<file path="src/rtl/conv3_pkg.sv">
package conv3_pkg;

  localparam int PIX_W    = 8;
  localparam int COEF_W   = 8;
  localparam int PROD_W   = PIX_W + 1 + COEF_W;
  localparam int PART_W   = PROD_W + 1;
  localparam int SUM_W    = PART_W + 2;
  localparam int GAIN_W   = 24;
  localparam int SCALED_W = SUM_W - 1 + GAIN_W;
  localparam int ROUND_SH = 16;
  localparam int HEIGHT_W = 16;
  localparam int FWIDTH_W = 11;

  localparam logic [PIX_W-1:0] PIX_MAX = 8'hFF;

  localparam logic [23:0]         KERNEL_RESET = 24'd65793;
  localparam logic [GAIN_W-1:0]   GAIN_RESET   = 24'd7282;
  localparam logic [FWIDTH_W-1:0] WIDTH_RESET  = 11'd640;
  localparam logic [HEIGHT_W-1:0] HEIGHT_RESET = 16'd480;
  localparam int                  MIN_DIM      = 3;

  localparam logic CMD_PIXEL = 1'b0;
  localparam logic CMD_FLUSH = 1'b1;

  localparam logic [2:0] REG_KERNEL_TOP    = 3'd0;
  localparam logic [2:0] REG_KERNEL_MIDDLE = 3'd1;
  localparam logic [2:0] REG_KERNEL_BOTTOM = 3'd2;
  localparam logic [2:0] REG_GAIN          = 3'd3;
  localparam logic [2:0] REG_FRAME_WIDTH   = 3'd4;
  localparam logic [2:0] REG_FRAME_HEIGHT  = 3'd5;

  typedef struct packed {
    logic [PIX_W-1:0] bot;
    logic [PIX_W-1:0] mid;
    logic [PIX_W-1:0] top;
  } column_t;

  typedef struct packed {
    logic [PIX_W-1:0] upper;
    logic [PIX_W-1:0] lower;
  } line_pair_t;

  typedef struct packed {
    logic res;
    logic border;
    logic last;
  } ctl_t;

  function automatic logic signed [PROD_W-1:0] pix_mul(logic [PIX_W-1:0] p,
                                                       logic [COEF_W-1:0] c);
    return $signed({1'b0, p}) * $signed(c);
  endfunction

endpackage

</file>
<file path="src/rtl/conv3_cell.sv">
module conv3_cell import conv3_pkg::*; (
  input  logic                     clk,
  input  logic                     shift_en,
  input  logic                     mac_en,
  input  column_t                  col_in,
  input  column_t                  coef,
  output column_t                  col_out,
  output logic signed [PART_W-1:0] part
);

  column_t                  pix;
  logic signed [PART_W-1:0] part_next;

  always_comb begin
    part_next = PART_W'(pix_mul(pix.top, coef.top))
              + PART_W'(pix_mul(pix.mid, coef.mid))
              + PART_W'(pix_mul(pix.bot, coef.bot));
  end

  always_ff @(posedge clk) begin
    if (shift_en) begin
      pix <= col_in;
    end
    if (mac_en) begin
      part <= part_next;
    end
  end

  assign col_out = pix;

endmodule

</file>
<file path="config.mk">
export PLATFORM = sky130hd
export DESIGN_NAME = conv3_cell
export DESIGN_NICKNAME = d
export VERILOG_FILES = /design/src/rtl/conv3_pkg.sv /design/src/rtl/conv3_cell.sv
export SDC_FILE = /design/constraint.sdc
export NUM_CORES = 1
export LEC_CHECK = 0
export CORE_MARGIN = 2
export CORE_UTILIZATION = 43
export DETAILED_ROUTE_END_ITERATION = 6
export DONT_BUFFER_PORTS = 1
export MAX_ROUTING_LAYER = met4
export SYNTH_ARGS = -nofsm -noshare
export SYNTH_HDL_FRONTEND = slang
export SYNTH_SLANG_ARGS = --single-unit
</file>
<file path="constraint.sdc">
create_clock -name clk -period 6.3 [get_ports clk]
set_clock_uncertainty 0.15 [all_clocks]
set_input_delay 0.945 -clock clk [delete_from_list [all_inputs] [get_ports clk]]
set_output_delay 0.945 -clock clk [all_outputs]
set_load 0.05 [all_outputs]
</file>
# [Word-level counts from Yosys, hierarchy flattened]
# Cells that the tools add are included.
[word_totals] regBits=42 in_bits=51 output_inout_bits=42 elab_cells=9
[classes] add_sub_neg=2 multipliers=3
[ops] operator="multiplier 9 x 8 -> 17 bit" count=3
[ops] operator="adder 17 x 17 -> 18 bit" count=1
[ops] operator="adder 18 x 17 -> 18 bit" count=1

# [Logic depth before layout (Yosys ltp)]
[logic_depth] depth_word=3 mapped_depth=22 mapped_depth_nobuf=21

# [Worst setup path after synthesis]
# No wires, ideal clock.
[synth_path] kind="input to register" startpoint="input port coef[0] (netlist bit)" endpoint="register part[12] (data pin)" setup_ns=0.263 arrival_ns=5.866 required_time_ns=5.887 setup_slack_ns=0.022 cell_stages=18 n_path_buf=0 cell_sequence="and2_1 -> fa_1 -> fa_1 -> inv_1 -> fa_1 -> fa_1 -> inv_1 -> fa_1 -> fa_1 -> inv_1 -> fa_1 -> inv_1 -> ha_1 -> a21o_1 -> a21oi_4 -> a21oi_2 -> o41ai_2 -> xnor2_1"
[synth_between] elab_chain_cells=3
[synth_lines] element="start: declaration" line="conv3_cell.sv:6" text="input column_t coef,"
[synth_lines] element="multiplier 9 x 8 -> 17 bit" line="conv3_pkg.sv:51" text="return $signed({1'b0, p}) * $signed(c);"
[synth_lines] element="adder 17 x 17 -> 18 bit" line="conv3_cell.sv:16" text="+ PART_W'(pix_mul(pix.mid, coef.mid))"
[synth_lines] element="adder 18 x 17 -> 18 bit" line="conv3_cell.sv:17" text="+ PART_W'(pix_mul(pix.bot, coef.bot));"
[synth_lines] element="named net part_next[12]" line="conv3_cell.sv:12" text="logic signed [PART_W-1:0] part_next;"
[synth_lines] element="end signal: assignment" line="conv3_cell.sv:25" text="part <= part_next;"
[synth_lines] element="end: declaration" line="conv3_cell.sv:8" text="output logic signed [PART_W-1:0] part"
# The timed path passes the listed nets, and every way through them passes these cells.
# A chain may end at the register's enable or synchronous reset.

# [Worst setup path in the final report]
[layout_path] startpoint="input port coef[5] (netlist bit)" endpoint="register part[12] (data pin)"
# The elaborated chain is that of the path after synthesis.

==> reports/results.ini <==
[clock_network]
cts_buffer_depth = 2
cts_max_level = 2
clk_pin_slew_worst_paths_ns = 0.07
ctsHoldBuffers = 0
cts-root-buf = clkbuf_16
cts_tree = done
cts-buffers-inserted = 5
clock_sinks = 42
clk_latency_ns = 0.30

[timing]
worstMarginPinSlew_ns = 0.471
timing.final.ws_setup_ns = 0.160
rsz0062_at_grt = yes
clock.fmax_mhz = 163
holdWs_ns = 0.586
setup_viol = 0
finalCritPeriodShare_pct = 97.5
min_period_ns = 6.14
report.final.slew_viol_count = 0
hold_viol_final = 0
slew-limit-headroom_pct = 68.7
tns_ns = 0

[synthesis]
synth_area_um2 = 8360
synth_cell_types = 30
ys.flop_type = edfxtp_1
yosys-top-cells-area = fa_1 40%, ha_1 16%, edfxtp_1 15%
postSynthCellCount = 826
syn_nets = 1149
synth_edf_count = 42
synth.largest_area_cell = fa_1
ys_warn_count = 0
synth_area_per_cell_um2 = 10.1
synth_top_cell_area_share_pct = 39.5
ys_ff_latch = 42
async_flop_share_pct = 0
seq_area_frac_synth_pct = 15.1

[worst_setup_path]
cp.required_ns = 6.20
worstPathArrival_ns = 6.04
r2r_setup_slack_ns = 0.21
critPathKind = in -> reg
critPathSlowestCell = fa_2
max_stage_delay_ns = 0.57
cp_cell_sequence = nand2_2 > fa_1 > inv_2 > fa_1 > inv_2 > fa_2 > inv_2 > fa_2 > inv_1 > fa_1 > fa_2 > inv_2 > fa_1 > ha_4 > buf_4 > nand4b_1 > a21oi_2 > o41ai_2 > xnor2_1
end_kind = flip-flop
startpoint_type = input port
path_max_fanout = 8

[drt]
vias_per_cell = 4.76
routed_wl_mm = 17.6
wire_per_inst_um = 15.3
ant_nets = 0
firstDrtPassIters = 4
drc = 0
drt-initial-drc-count = 232
num_vias = 5486

[layout]
fillers = 1820
final_layout_size_suffix_gt1_share_pct = 10.5
layout_commonest_cell = inv_1
antenna_cells = 0
layout_common_cells = 224 x inv_1, 162 x fa_1, 110 x and2_1, 103 x ha_1, 64 x nand2_1
areaGrowthSynthToFinish_pct = 12.3
fin_nets = 1214

[grt]
grt_overflow_total = 0
grt_pass1_vias = 5879
grt_pass1_wl_mm = 29.5
grt_max_degree = 25
antenna_found_initial = 0
grtUsageTotal_pct = 19.4

[worst_hold_path]
hold_path_class = in -> reg

[placed_design]
dp_hpwl_mm = 15.4
dp_slack_ns = -0.190
portBuffers = 0
place.gp.congestion = 0.903

[floorplan]
core-area_um2 = 18900
initial_core_util_pct = 44.2
pin_count = 93
placementRows = 50
die_x_um = 143
die_area_um2 = 20600
die_h_um = 143

[flow_run]
cap_violations = 0

[run_status]
status = finished clean

final cells by class:
cell class	count	area, um2	share of cell area, %
Multi-Input combinational cell	548	6300	67.1
Sequential cell	42	1260	13.4
Inverter	234	878	9.36
Timing Repair Buffer	60	458	4.88
Tap cell	260	325	3.47
Clock buffer	6	129	1.37
Clock inverter	2	37.5	0.400
Yosys cell counts, drive strengths merged, types with 3 or more instances:
cell / instances
a21o: 5
a21oi: 15
and2: 112
edfxtp: 42
fa: 165
ha: 107
inv: 232
nand2: 65
nand2b: 9
nor2: 28
nor2b: 3
o21ai: 6
xnor2: 12
xor2: 5
per-stage QoR:
step / std cells / utilization, % / cell area, um2
floorplan: 826 / - / 8360
global placement: 1141 / 48.2 / 9100
detailed placement: 1141 / 48.2 / 9100
CTS: 1149 / 49.1 / 9270
global route: 1152 / 49.7 / 9390
finish: 1152 / 49.7 / 9390
worst paths after layout:
| kind | startpoint | to | cells after the start |
|---|---|---|---|
| worst max-delay path | coef[5] | part[12] | 19 |
| worst min-delay path | col_in[8] | col_out[8] | 0 |
| worst max register to register | col_out[18] | part[12] | 18 |
| worst min register to register | col_out[8] | part[0] | 2 |
state kept, by name (all words and copies together), names as in the netlist:
register and count:
col_out 24, part 18
repair_timing:
item,CTS,global route
setup endpoints to repair,0,5
setup buffers,0,3
resized for setup,0,24
metal layers:
metal	track usage, %	up-vias	wire length (um)
met5	-	-	0
met4	4.02	0	262
met3	3.20	22	995
met2	32.6	132	9000
met1	24.9	2748	7360
li1	-	2584	-
cells by family after synthesis:
| family | count (synthesis) | synth area share, % |
|---|---|---|
| multiplexers | 2 | 0.240 |
| adder cells (fa/ha/maj) | 272 | 55.5 |
| flip-flops | 42 | 15.1 |
| XOR/XNOR | 17 | 1.78 |
| AO/OA/AOI/OAI | 32 | 2.62 |
| buffers and inverters | 236 | 10.6 |
| AND/OR/NAND/NOR | 225 | 14.1 |
worst max-delay path, delay by kind of cell:
family / cells / cell delay, ns
fa+ha+maj: 8 / 3.94
compound gates: 2 / 0.46
buf+inv: 6 / 0.35
simple gates: 2 / 0.22
xor+xnor: 1 / 0.11
Power is left out: the tool's default activity adds up to more than one toggle a clock period on the data nets, which glitch-free logic cannot reach.
